### src/design/cnt_pkg.sv
// ----------------------------------------------------------------------------
// cnt_pkg
// Shared types and constants for the conditional nesting tracker.
// ----------------------------------------------------------------------------
package cnt_pkg;

   localparam int CNT_MAX_NESTING = 128;

   typedef enum logic [2:0] {
      OP_IF    = 3'd0,
      OP_ELIF  = 3'd1,
      OP_ELSE  = 3'd2,
      OP_ENDIF = 3'd3,
      OP_EOS   = 3'd4
   } op_type;

   typedef enum logic [2:0] {
      ERR_OK       = 3'd0,
      ERR_NO_IF    = 3'd1,
      ERR_OVERFLOW = 3'd2,
      ERR_NO_ENDIF = 3'd3,
      ERR_LEVEL    = 3'd4
   } err_type;

   typedef enum logic [1:0] {
      BR_NEVER  = 2'd0,
      BR_DONE   = 2'd1,
      BR_TAKING = 2'd2
   } branch_type;

endpackage

### src/design/cnt_req_if.sv
// ----------------------------------------------------------------------------
// cnt_req_if
// Directive channel: one conditional directive per transfer.
// ----------------------------------------------------------------------------
interface cnt_req_if;
   logic       valid;
   logic       ready;
   logic [2:0] op;
   logic       cond_value;
   logic       want_true;

   modport source (output valid, output op, output cond_value, output want_true,
                   input ready);
   modport sink   (input valid, input op, input cond_value, input want_true,
                   output ready);
endinterface

### src/design/cnt_rsp_if.sv
// ----------------------------------------------------------------------------
// cnt_rsp_if
// Result channel: assembly flag, error code and depth per transfer.
// ----------------------------------------------------------------------------
interface cnt_rsp_if;
   logic       valid;
   logic       ready;
   logic       assembling_on;
   logic [2:0] error_code;
   logic [7:0] nesting_depth;

   modport source (output valid, output assembling_on, output error_code,
                   output nesting_depth, input ready);
   modport sink   (input valid, input assembling_on, input error_code,
                   input nesting_depth, output ready);
endinterface

### src/design/conditional_nesting_tracker_top.sv
// ----------------------------------------------------------------------------
// conditional_nesting_tracker_top
// Conditional assembly nesting stack: top entry and skip count in registers,
// lower entries in a memory with the entry below the top prefetched.
//
//   channel   dir  payload
//   req_chan  in   op, cond_value, want_true
//   rsp_chan  out  assembling_on, error_code, nesting_depth
//
// One directive per cycle while no result is held or rsp_chan.ready is high;
// its result is registered and shown in the cycle after the transfer. The
// stack top and the prefetched entry below it let every pop take the new top
// from a register. Reset clears depth, skip count and the result valid; the
// stack memory needs no clearing. A held result stalls input only while rsp_chan.ready is low.
// ----------------------------------------------------------------------------
module conditional_nesting_tracker_top
   import cnt_pkg::*;
#(
   parameter int MAX_NESTING = CNT_MAX_NESTING
) (
   input  logic   clock,
   input  logic   reset,
   cnt_req_if.sink   req_chan,
   cnt_rsp_if.source rsp_chan
);

   localparam int AW = $clog2(MAX_NESTING);
   localparam int DW = $clog2(MAX_NESTING + 1);

   branch_type    mem [2**AW];

   logic [DW-1:0] depth_ff, depth_in;
   logic [DW-1:0] fl_ff, fl_in;
   branch_type    top_ff, top_in;
   branch_type    below_ff;
   logic          wr_en;
   logic [AW-1:0] wr_addr, rd_addr;
   err_type       err;
   logic          take;
   logic          accept;
   logic [DW+7:0] depth_wide;

   logic          rsp_valid_ff;
   logic          rsp_on_ff;
   err_type       rsp_err_ff;
   logic [7:0]    rsp_depth_ff;

   assign req_chan.ready = !rsp_valid_ff || rsp_chan.ready;
   assign accept         = req_chan.valid && req_chan.ready;
   assign take           = req_chan.cond_value == req_chan.want_true;
   assign wr_addr        = AW'(depth_ff - DW'(1));
   assign rd_addr        = AW'(depth_in - DW'(2));
   assign depth_wide     = {8'd0, depth_in};

   always_comb begin
      depth_in = depth_ff;
      fl_in    = fl_ff;
      top_in   = top_ff;
      wr_en    = 1'b0;
      err      = ERR_OK;
      if (accept) begin
         case (req_chan.op)
            OP_IF: begin
               if (depth_ff == DW'(MAX_NESTING)) begin
                  err = ERR_OVERFLOW;
               end else begin
                  wr_en    = depth_ff != '0;
                  depth_in = depth_ff + DW'(1);
                  if (fl_ff == '0 && take) begin
                     top_in = BR_TAKING;
                  end else begin
                     top_in = BR_NEVER;
                     fl_in  = fl_ff + DW'(1);
                  end
               end
            end
            OP_ELIF, OP_ELSE, OP_ENDIF: begin
               if (depth_ff == '0) begin
                  err = ERR_NO_IF;
               end else if (req_chan.op == OP_ENDIF) begin
                  depth_in = depth_ff - DW'(1);
                  top_in   = below_ff;
                  if (top_ff != BR_TAKING && fl_ff != '0) begin
                     fl_in = fl_ff - DW'(1);
                  end
               end else if (req_chan.op == OP_ELIF) begin
                  case (top_ff)
                     BR_NEVER: begin
                        if (fl_ff == DW'(1) && take) begin
                           top_in = BR_TAKING;
                           fl_in  = fl_ff - DW'(1);
                        end
                     end
                     BR_TAKING: begin
                        top_in = BR_DONE;
                        fl_in  = fl_ff + DW'(1);
                     end
                     default: ;
                  endcase
               end else begin
                  case (top_ff)
                     BR_NEVER: begin
                        top_in = BR_TAKING;
                        if (fl_ff != '0) begin
                           fl_in = fl_ff - DW'(1);
                        end
                     end
                     BR_TAKING: begin
                        top_in = BR_NEVER;
                        fl_in  = fl_ff + DW'(1);
                     end
                     default: ;
                  endcase
               end
            end
            OP_EOS: begin
               if (depth_ff != '0) begin
                  err = ERR_NO_ENDIF;
               end else if (fl_ff != '0) begin
                  err = ERR_LEVEL;
               end
            end
            default: ;
         endcase
      end
   end

   // stack memory: lower entries, with the entry under the new top read back
   always_ff @(posedge clock) begin
      if (wr_en) begin
         mem[wr_addr] <= top_ff;
      end
      if (wr_en && wr_addr == rd_addr) begin
         below_ff <= top_ff;
      end else begin
         below_ff <= mem[rd_addr];
      end
   end

   always_ff @(posedge clock) begin
      if (reset) begin
         depth_ff     <= '0;
         fl_ff        <= '0;
         rsp_valid_ff <= 1'b0;
      end else begin
         depth_ff <= depth_in;
         fl_ff    <= fl_in;
         if (req_chan.ready) begin
            rsp_valid_ff <= req_chan.valid;
         end
      end
   end

   always_ff @(posedge clock) begin
      top_ff <= top_in;
      if (accept) begin
         rsp_on_ff    <= fl_in == '0;
         rsp_err_ff   <= err;
         rsp_depth_ff <= depth_wide[7:0];
      end
   end

   assign rsp_chan.valid         = rsp_valid_ff;
   assign rsp_chan.assembling_on = rsp_on_ff;
   assign rsp_chan.error_code    = rsp_err_ff;
   assign rsp_chan.nesting_depth = rsp_depth_ff;

endmodule

### src/flat_wrapper.sv
// flat-port wrapper written by rule: the top's interface ports become plain ports
module conditional_nesting_tracker_top_flat import cnt_pkg::*;
#(
   parameter int MAX_NESTING = CNT_MAX_NESTING
)
  (clock, reset, req_chan_valid, req_chan_op, req_chan_cond_value, req_chan_want_true, req_chan_ready, rsp_chan_valid, rsp_chan_assembling_on, rsp_chan_error_code, rsp_chan_nesting_depth, rsp_chan_ready);
  cnt_req_if req_chan_i ();
  cnt_rsp_if rsp_chan_i ();
  input  logic clock;
  input  logic reset;
  input wire logic [$bits(req_chan_i.valid)-1:0] req_chan_valid;
  input wire logic [$bits(req_chan_i.op)-1:0] req_chan_op;
  input wire logic [$bits(req_chan_i.cond_value)-1:0] req_chan_cond_value;
  input wire logic [$bits(req_chan_i.want_true)-1:0] req_chan_want_true;
  output wire logic [$bits(req_chan_i.ready)-1:0] req_chan_ready;
  output wire logic [$bits(rsp_chan_i.valid)-1:0] rsp_chan_valid;
  output wire logic [$bits(rsp_chan_i.assembling_on)-1:0] rsp_chan_assembling_on;
  output wire logic [$bits(rsp_chan_i.error_code)-1:0] rsp_chan_error_code;
  output wire logic [$bits(rsp_chan_i.nesting_depth)-1:0] rsp_chan_nesting_depth;
  input wire logic [$bits(rsp_chan_i.ready)-1:0] rsp_chan_ready;
  assign req_chan_i.valid = req_chan_valid;
  assign req_chan_i.op = req_chan_op;
  assign req_chan_i.cond_value = req_chan_cond_value;
  assign req_chan_i.want_true = req_chan_want_true;
  assign req_chan_ready = req_chan_i.ready;
  assign rsp_chan_valid = rsp_chan_i.valid;
  assign rsp_chan_assembling_on = rsp_chan_i.assembling_on;
  assign rsp_chan_error_code = rsp_chan_i.error_code;
  assign rsp_chan_nesting_depth = rsp_chan_i.nesting_depth;
  assign rsp_chan_i.ready = rsp_chan_ready;
  conditional_nesting_tracker_top #(.MAX_NESTING(MAX_NESTING)) u_core (.clock(clock), .reset(reset), .req_chan(req_chan_i), .rsp_chan(rsp_chan_i));
endmodule
### config.mk
export PLATFORM = sky130hd
export DESIGN_NAME = conditional_nesting_tracker_top_flat
export DESIGN_NICKNAME = d
export VERILOG_FILES = /design/src/design/cnt_pkg.sv /design/src/design/cnt_req_if.sv /design/src/design/cnt_rsp_if.sv /design/src/design/conditional_nesting_tracker_top.sv /design/src/flat_wrapper.sv
export SDC_FILE = /design/constraint.sdc
export NUM_CORES = 1
export LEC_CHECK = 0
export ABC_AREA = 1
export BUFFER_PORTS_ARGS = -buffer_cell sky130_fd_sc_hd__buf_2
export CORE_UTILIZATION = 43
export DETAILED_ROUTE_END_ITERATION = 12
export GPL_ROUTABILITY_DRIVEN = 0
export SLEW_MARGIN = 25
export SYNTH_ARGS = -nofsm -noshare
export SYNTH_HDL_FRONTEND = slang
export SYNTH_SLANG_ARGS = --single-unit
### constraint.sdc
create_clock -name clock -period 4.6 [get_ports clock]
set_clock_uncertainty 0.15 [all_clocks]
set_input_delay 0.69 -clock clock [delete_from_list [all_inputs] [get_ports clock]]
set_output_delay 0.69 -clock clock [all_outputs]
set_load 0.1 [all_outputs]
**Yosys cells after proc, flatten, opt, wreduce, memory -nomap -nowiden**

Memory sizes are Yosys's and may differ from the RTL's. A register that Yosys moved wholly into a read port is not among the register bits.
Cells that the tools add are included.

- Multiplexer cells: 36
- Reduce and logical (&&, ||, !) cells: 16
- $add $sub $neg: 5
- Equal/unequal tests: 13

Operators by type and width:

| kind | number |
|---|---|
| $mux 8 | 13 |
| $pmux 8 s2 | 4 |
| $logic_not 8->1 | 3 |
| $add 8x1->8 const B | 2 |
| $reduce_bool 8->1 | 2 |
| $sub 8x1->8 const B | 2 |
| $mux 2 | 7 |
| $pmux 2 s2 | 3 |
| $pmux 3 s3 | 1 |
| $eq 8x1->1 const B | 1 |
| $eq 8x8->1 const B | 1 |
| $sub 7x2->7 const B | 1 |
| $eq 3x2->1 const B | 2 |
| $mux 1 | 6 |
| $mux 3 | 2 |
| $ne 2x2->1 const B | 3 |
| $reduce_and 6->1 | 1 |
| $ne 5x4->1 const B | 1 |
| $logic_and 1x1->1 | 4 |
| $ne 4x2->1 const B | 1 |
| $eq 3x1->1 const B | 1 |
| $eq 3x3->1 const B | 1 |
| $logic_not 3->1 | 1 |
| $reduce_or 3->1 | 1 |
| other kinds (6) | 6 |

- Memories kept: 1
- Memory bits (writable): 256
- Bits of input ports: 9
- Bits in registers: 31
- Output and inout bits: 14

Memory list:

| memory | words | width | read ports | clocked after memory_dff | write ports | line | RTL |
|---|---|---|---|---|---|---|---|
| u_core.mem | 128 | 2 | 1 | 1 | 1 | conditional_nesting_tracker_top.sv:30 | `branch_type mem [2**AW];` |

**Logic depth before layout (Yosys ltp)**

Gate-level depths: netlist of run 1.

- Depth after elaboration: 10
- Mapped depth: 17

**Worst setup path after synthesis of run 1**

Ideal clock, no wire load.

- Path kind: register -> register
- Start point: register u_core.top_ff[1]
- End point: register u_core.rsp_on_ff, in the netlist u_core.rsp_chan.assembling_on, data pin
- Stages on the path, launching flop included: 15
- Path buffers: 1
- Setup time: 252 ps
- Setup slack: 1054 ps
- Arrival time: 3143 ps
- Cells stage by stage: edfxtp_1 > inv_1 > nor2_1 > clkbuf_8 > nand2_1 > nand2_1 > nor2_1 > nor2_1 > nand2_1 > nand2_1 > nand2_1 > nand2_1 > inv_1 > nand3_2 > nor2_2

- Longest elaborated chain between the ends: 8

Ends and longest elaborated chain:

| item | line | RTL |
|---|---|---|
| start: declaration | conditional_nesting_tracker_top.sv:34 | `branch_type top_ff, top_in;` |
| start signal: assignment | conditional_nesting_tracker_top.sv:155 | `top_ff <= top_in;` |
| $eq 2x2->1 (tied with other cells) | conditional_nesting_tracker_top.sv:87, conditional_nesting_tracker_top.sv:101 |  |
| $pmux 8 s2 (tied with other cells) | conditional_nesting_tracker_top.sv:101 | `case (top_ff)` |
| $mux 8 (on tied branches) | conditional_nesting_tracker_top.sv:86, conditional_nesting_tracker_top.sv:83 |  |
| $mux 8 (*) | conditional_nesting_tracker_top.sv:80 | `end else if (req_chan.op == OP_ENDIF) begin` |
| $mux 8 (*) | conditional_nesting_tracker_top.sv:78 | `if (depth_ff == '0) begin` |
| $pmux 8 s2 (*) | conditional_nesting_tracker_top.sv:62 | `case (req_chan.op)` |
| $mux 8 (*) | conditional_nesting_tracker_top.sv:61 | `if (accept) begin` |
| $logic_not 8->1 (*) | conditional_nesting_tracker_top.sv:157 | `rsp_on_ff <= fl_in == '0;` |
| end signal: assignment | conditional_nesting_tracker_top.sv:157 |  |
| end: declaration | conditional_nesting_tracker_top.sv:44 | `logic rsp_on_ff;` |

Every way passes the cells marked *; elsewhere a longest branch is shown, timed or not.
A chain may end at the register's enable or synchronous reset.

**Worst setup path in the final report of run 1**

- Start point: register u_core.depth_ff[0]
- End point: memory u_core.mem[107][0] in the netlist's numbering, enable pin

- Longest elaborated chain between the ends: 6

Ends and longest elaborated chain:

| item | line | RTL |
|---|---|---|
| start: declaration | conditional_nesting_tracker_top.sv:32 | `logic [DW-1:0] depth_ff, depth_in;` |
| start signal: assignment | conditional_nesting_tracker_top.sv:146 | `depth_ff <= depth_in;` |
| $eq 8x8->1 / $reduce_bool 8->1 (equally long branches) | conditional_nesting_tracker_top.sv:64, conditional_nesting_tracker_top.sv:67 |  |
| $mux 1 | conditional_nesting_tracker_top.sv:64 | `if (depth_ff == DW'(MAX_NESTING)) begin` |
| $mux 1 | conditional_nesting_tracker_top.sv:62 |  |
| $mux 1 | conditional_nesting_tracker_top.sv:61 |  |
| $mux 1 | conditional_nesting_tracker_top.sv:130 | `if (wr_en) begin` |
| $mux 1 (not written as such) | conditional_nesting_tracker_top.sv:131 | `mem[wr_addr] <= top_ff;` |
| end: declaration | conditional_nesting_tracker_top.sv:30 |  |

Several ways; a longest one is shown, not always the timed one.

==> flow_summary.json, run 1 <==
{
  "clkTransAtPathRegs_ns": 0.06,
  "fin_crit_ns": 2.97,
  "regToRegStartpoint": "u_core.depth_ff[0]",
  "grt.total_usage_pct": 21.2,
  "clockRootBuffer": "clkbuf_16",
  "drt_iter0_markers": 951,
  "cp-start-kind": "register",
  "min_path_cells": 3,
  "cp_cell_sequence": "inv_2 > ha_1 > nand2_2 > inv_2 > nand4_4 > nand2_1 > nor2_2 > nand2_1 > nor2_4 > nand2_2 > nor2_1",
  "drive_gt1_share_pct": 9.68,
  "worstSetupEndpointType": "register",
  "vdd_drop_max_v": 0.000278,
  "post-route-period-util_pct": 64.6,
  "cts_max_path_buffers": 3,
  "cts.htree.levels": 1,
  "grt_pass1_wl_um": 54300,
  "path_buf_inv": 2,
  "p_per_area_nw_per_um2": 417,
  "grt_max_degree": 88,
  "worstReg2RegEnd": "u_core.mem[107][0]",
  "cpMaxStageDelayCell": "dfxtp_1",
  "synth_edf_count": 270,
  "synthDistinctLibCells": 48,
  "hp-class": "input pin to register",
  "drc": 0,
  "holdPathEnd": "u_core.rsp_chan.valid",
  "antenna_left": 0,
  "core_um2": 31600,
  "syn_nets": 1435,
  "setup_viol": 0,
  "r2r.worst_path.cells": 11,
  "vias": 10252,
  "drt-total-wl_um": 34600,
  "die_w_um": 182,
  "synth-warning-count": 0,
  "start_util_pct": 43.9,
  "crit_family": "simple AND/OR/NAND/NOR gates",
  "r2r_slack_ns": 1.63,
  "cp_max_fo": 16,
  "rsz0062_at_grt": "no",
  "hold_viol": 0,
  "numCtsBuffers": 31,
  "fill_cells": 2898,
  "slowest_delay_ns": 0.46,
  "first_pass_iters": 5,
  "synthToLayoutAreaGrowth_pct": 9.75,
  "diodes": 0,
  "grt_antenna_before_repair": 0,
  "syn_inst": 1418,
  "yosysSeqAreaShare_pct": 61.8,
  "clock_latency_ns": 0.56,
  "wire_per_inst_um": 18.8,
  "ys_ff_latch": 294,
  "synth_top_area_share_pct": 58.4,
  "min_from": "req_chan_valid",
  "tightest_slew_ns": 1.01,
  "post_cts_buffers": 0,
  "cp.depth": 11,
  "ys.flop_type": "edfxtp_1",
  "io_buffers": 22,
  "grt-ovfl-total": 0,
  "ys_async_sr_fraction_pct": 0,
  "setup_tns_ns": 0,
  "dieArea_um2": 33000,
  "routed_via_density": 5.58,
  "grt_pass1_vias": 9928,
  "cts.sinks": 294,
  "p_leak_uw": 0.00544,
  "drv_slew": 0,
  "fin_nets": 1428,
  "synth.area.top_cells": "edfxtp_1 58%, nor2_1 8.2%, nand2_1 6.6%, o21ai_0 5.5%, dfxtp_1 3.5%",
  "maxCapViolations": 0,
  "crit_type": "register to register",
  "fin_util_pct": 48.2,
  "die_h_um": 182,
  "maxSlewHeadroom_pct": 32.4,
  "postSynthAreaPerCell_um2": 9.79,
  "dp.final_hpwl_um": 20400,
  "rows": 65,
  "ctsHoldBuffers": 0,
  "status": "finished clean",
  "fmax_mhz": 337,
  "yosysTopAreaCell": "edfxtp_1",
  "io_pins": 23,
  "post_cts_resized": 0,
  "cp_data_arrival_time_ns": 3.07,
  "cp_data_required_time_ns": 4.70,
  "syn_area_um2": 13900,
  "tritoncts": "built"
}
-- layout by cell type (no fill, tap or decap), types with 2 or more instances in the layout --
cell       netlist  final
nand3b_1         2      2
nand2_1        243    243
inv_1           70     70
ha_1             8      8
inv_2            7      6
clkinv_2         0     12
clkbuf_16        0     31
edfxtp_1       270    270
nor3_4           3      3
o22ai_1         65     65
clkinv_1         0      5
xnor2_1          4      4
o211ai_1         5      5
a21oi_1         22     22
a22oi_1          3      3
nand2_4          2      2
nand3_1         86     86
nor2_4          10     10
nor2_2           6      6
nand4_4          2      2
clkbuf_1        42      6
o21ai_0        152    152
nor3_1           4      4
or2_2            2      2
nor2_1         302    302
nand3_2          3      3
buf_2           20     22
nand4_1          5      5
buf_4            1     14
dfxtp_1         24     22
nand2_2         13     13
o21ai_1          3      3
bufinv_16        0      3
xor2_1          12     12
-- per-layer routing --
layer  vias to the layer above  wire length (µm)  GRT usage [%]
met4                         0               733           5.69
met3                        59              1980           2.61
met5                         -                 0              0
li1                       4883                 -              -
met2                       362             16100           34.4
met1                      4948             15800           30.1
-- kinds of logic after synthesis --
| family | share of synthesized area, % |
|---|---|
| XOR/XNOR | 1.01 |
| adder cells (fa/ha/maj) | 0.721 |
| buffers and inverters | 4.81 |
| flip-flops | 61.8 |
| AO/OA/AOI/OAI | 10.4 |
| AND/OR/NAND/NOR | 21.2 |
-- Yosys cell counts (3+ instances only) --
cell type,number
nor2_1,302
edfxtp_1,270
nand2_1,243
o21ai_0,152
nand3_1,86
inv_1,70
o22ai_1,65
clkbuf_1,42
dfxtp_1,24
a21oi_1,22
buf_2,20
nand2_2,13
xor2_1,12
nor2_4,10
ha_1,8
inv_2,7
nor2_2,6
buf_1,5
buf_6,5
nand4_1,5
o211ai_1,5
nor3_1,4
xnor2_1,4
a22oi_1,3
nand3_2,3
nor3_4,3
o21ai_1,3
-- flip-flops by register name, indices dropped and copies added, names as in the netlist, named ones only --
signal / cells
u_core.rsp_chan.assembling_on: 1
u_core.fl_ff: 8
u_core.rsp_chan.valid: 1
u_core.rsp_chan.nesting_depth: 8
u_core.mem: 256
u_core.depth_ff: 8
u_core.rsp_chan.error_code: 3
u_core.top_ff: 2
-- final cells by class --
cell class | count | area, µm² | area share, %
inverters | 78 | 297 | 1.95
flip-flops and latches | 294 | 8590 | 56.4
well taps | 402 | 503 | 3.30
clock inverters | 21 | 184 | 1.21
multi-input cells | 969 | 4630 | 30.4
clock buffers | 37 | 798 | 5.24
repair buffers | 37 | 235 | 1.54
-- worst max path at each step --
stage | start | endpoint | slack (ns)
3_3_place_gp | req_chan_op[1] | u_core.mem[5][0] | 1.61
5_1_grt | u_core.depth_ff[0] | u_core.mem[72][0] | 1.41
4_1_cts | u_core.depth_ff[0] | u_core.mem[4][1] | 1.62
2_1_floorplan | u_core.top_ff[1] | u_core.rsp_chan.assembling_on | 1.05
3_5_place_dp | req_chan_op[1] | u_core.mem[4][0] | 1.55
6_report | u_core.depth_ff[0] | u_core.mem[107][0] | 1.63
-- worst register-to-register path: cells and delay by family, from the launching register on --
| kind | cells | cell delay [ns] |
|---|---|---|
| AND/OR/NAND/NOR | 8 | 1.64 |
| adder cells (fa/ha/maj) | 1 | 0.22 |
| buffers and inverters | 2 | 0.20 |
| flip-flops | 1 | 0.46 |
-- where the power goes --
group,switching (µW),internal (µW),leakage [µW],total [µW]
clock network,1000,1400,0.000493,2410
registers,41.8,2960,0.00264,3000
logic,703,256,0.00230,959
total,1750,4620,0.00544,6360
-- per-stage QoR --
stage / instance area [µm²] / instances / worst slack (ns) / total power (µW) / hold slack, ns
floorplan: 13900 / 1418 / 1.05 / 3740 / 0.375
global placement: 14300 / 1780 / 1.61 / 4000 / 0.405
detailed placement: 14300 / 1780 / 1.55 / 4010 / 0.420
CTS: 15200 / 1838 / 1.62 / 6400 / 0.319
global route: 15200 / 1838 / 1.41 / 6610 / 0.344
finish: 15200 / 1838 / 1.63 / 6360 / 0.344
Power figures use the tool's default switching activity.
==> run 2, diff against run 1 <==
==> constraint.sdc (replaced) <==
create_clock -name clock -period 2.8 [get_ports clock]
set_clock_uncertainty 0.15 [all_clocks]
set_input_delay 0.42 -clock clock [delete_from_list [all_inputs] [get_ports clock]]
set_output_delay 0.42 -clock clock [all_outputs]
set_load 0.1 [all_outputs]
==> flow_summary.json, run 2 (synthesized netlist as in run 1, its figures left out) <==
{
  "vdd_drop_max_v": 0.000588,
  "first_pass_iters": 5,
  "crit_family": "simple AND/OR/NAND/NOR gates",
  "clock_latency_ns": 0.58,
  "fmax_mhz": 383,
  "final_cell_mix": "301 x nor2_1, 270 x edfxtp_1, 241 x nand2_1",
  "fin_nets": 1455,
  "cp-start-kind": "register",
  "crit_type": "register to register",
  "regToRegStartpoint": "u_core.depth_ff[1]",
  "core_um2": 31600,
  "cpMaxStageDelayCell": "dfxtp_1",
  "io_buffers": 22,
  "maxCapViolations": 0,
  "p_leak_uw": 0.00565,
  "drc": 0,
  "dp.final_hpwl_um": 21000,
  "cp_cell_sequence": "inv_1 > ha_1 > nand3_1 > xor2_1 > inv_1 > nor2_2 > nand2_1 > nor2_1",
  "path_buf_inv": 2,
  "drive_gt1_share_pct": 12.1,
  "drt-total-wl_um": 34700,
  "die_h_um": 182,
  "grt-ovfl-total": 0,
  "tightest_slew_ns": 0.824,
  "start_util_pct": 43.9,
  "grt_pass1_vias": 9849,
  "regArea_um2": 8590,
  "io_pins": 23,
  "grt.total_usage_pct": 21.3,
  "grt_use_met1_pct": 30.4,
  "wire_per_inst_um": 18.6,
  "maxSlewHeadroom_pct": 45.0,
  "cts.htree.levels": 1,
  "clockRootBuffer": "clkbuf_16",
  "cp_data_arrival_time_ns": 2.71,
  "switching_share_pct": 27.2,
  "top_usage_layer": "met2",
  "combPwrFrac_pct": 14.9,
  "diodes": 0,
  "slowest_delay_ns": 0.41,
  "power_frac_seq_pct": 44.6,
  "setup_viol": 0,
  "min_from": "req_chan_valid",
  "rsz0062_at_grt": "yes",
  "numCtsBuffers": 31,
  "clockPowerShare_pct": 40.5,
  "hp-class": "input pin to register",
  "regMostFlops": "u_core.mem",
  "routed_via_density": 5.50,
  "drt_iter0_markers": 1157,
  "cp_max_fo": 8,
  "vias": 10260,
  "rows": 65,
  "largest_reg_flops": 256,
  "crit_start": "u_core.depth_ff[1]",
  "r2r_slack_ns": 0.19,
  "grt_pass1_wl_um": 54600,
  "fin_crit_ns": 2.61,
  "grt_max_degree": 134,
  "die_w_um": 182,
  "use_met3_pct": 2.49,
  "dieArea_um2": 33000,
  "p_per_area_nw_per_um2": 703,
  "tritoncts": "built",
  "drv_slew": 0,
  "synthToLayoutAreaGrowth_pct": 12.9,
  "power.switching_uw": 3000,
  "worstSetupEndpointType": "register",
  "grt_antenna_before_repair": 0,
  "cp_data_required_time_ns": 2.90,
  "hold_slack_ns": 0.0540,
  "power.internal_uw": 8020,
  "antenna_left": 0,
  "cts.sinks": 294,
  "gr-usage-met2_pct": 34.4,
  "clkTransAtPathRegs_ns": 0.06,
  "multiInputGateArea_um2": 4640,
  "post_cts_buffers": 0,
  "setup_tns_ns": 0,
  "post-route-period-util_pct": 93.4,
  "fill_cells": 2911,
  "hold_viol": 0,
  "path_common_cell": "inv_1",
  "mostFrequentLayoutCell": "nor2_1",
  "status": "finished clean",
  "cts_max_path_buffers": 3
}
run 2: power groups by stage:
stage | Combinational, µW | Sequential (µW) | Clock (µW)
6_report | 1640 | 4920 | 4460
4_1_cts | 1630 | 4920 | 4520
3_5_place_dp | 1630 | 5010 | 0
2_1_floorplan | 1020 | 5120 | 0
3_3_place_gp | 1620 | 5010 | 0
5_1_grt | 1820 | 4920 | 4680
run 2: repair_timing:
| item | CTS | global route |
|---|---|---|
| hold buffers | 1 | 0 |
| endpoints found under the hold margin | 1 | 0 |
| setup endpoints to repair | 0 | 80 |
| resized for setup | 0 | 3 |
run 2: final timing paths:
check / endpoint / cells after the start
max: u_core.mem[7][1] / 8
min: u_core.rsp_chan.valid / 3
max reg2reg: u_core.mem[7][1] / 8
min reg2reg: u_core.rsp_chan.valid / 2
run 2: final cells by class:
cell class	count	share of cell area [%]
flip-flops and latches	294	54.8
multi-input cells	969	29.6
clock buffers	32	4.97
repair buffers	64	3.29
well taps	402	3.21
clock inverters	26	2.19
inverters	78	1.89
run 2: tightest hold or removal path, delay by kind of cell:
family                 cells  cell delay [ns]
and+or+nand+nor            1             0.12
AOI/OAI and AO/OA          1             0.07
buffers and inverters      1             0.11
run 2: per-stage QoR:
step	power, µW	worst slack, ns	instances	util, %	instance area [µm²]
CTS	11100	0.0289	1865	49.5	15700
floorplan	6140	-0.746	1418	-	13900
global route	11400	-0.0417	1865	49.6	15700
global placement	6630	0.0890	1806	45.9	14500
detailed placement	6640	0.0487	1806	45.9	14500
finish	11000	0.186	1865	49.6	15700
run 2: per-layer routing:
metal,routed length [µm],up-vias,part of all wire (%)
li1,-,4930,-
met2,16000,316,46
met4,720,0,2.1
met5,0,-,0
met3,2210,57,6.4
met1,15800,4957,45
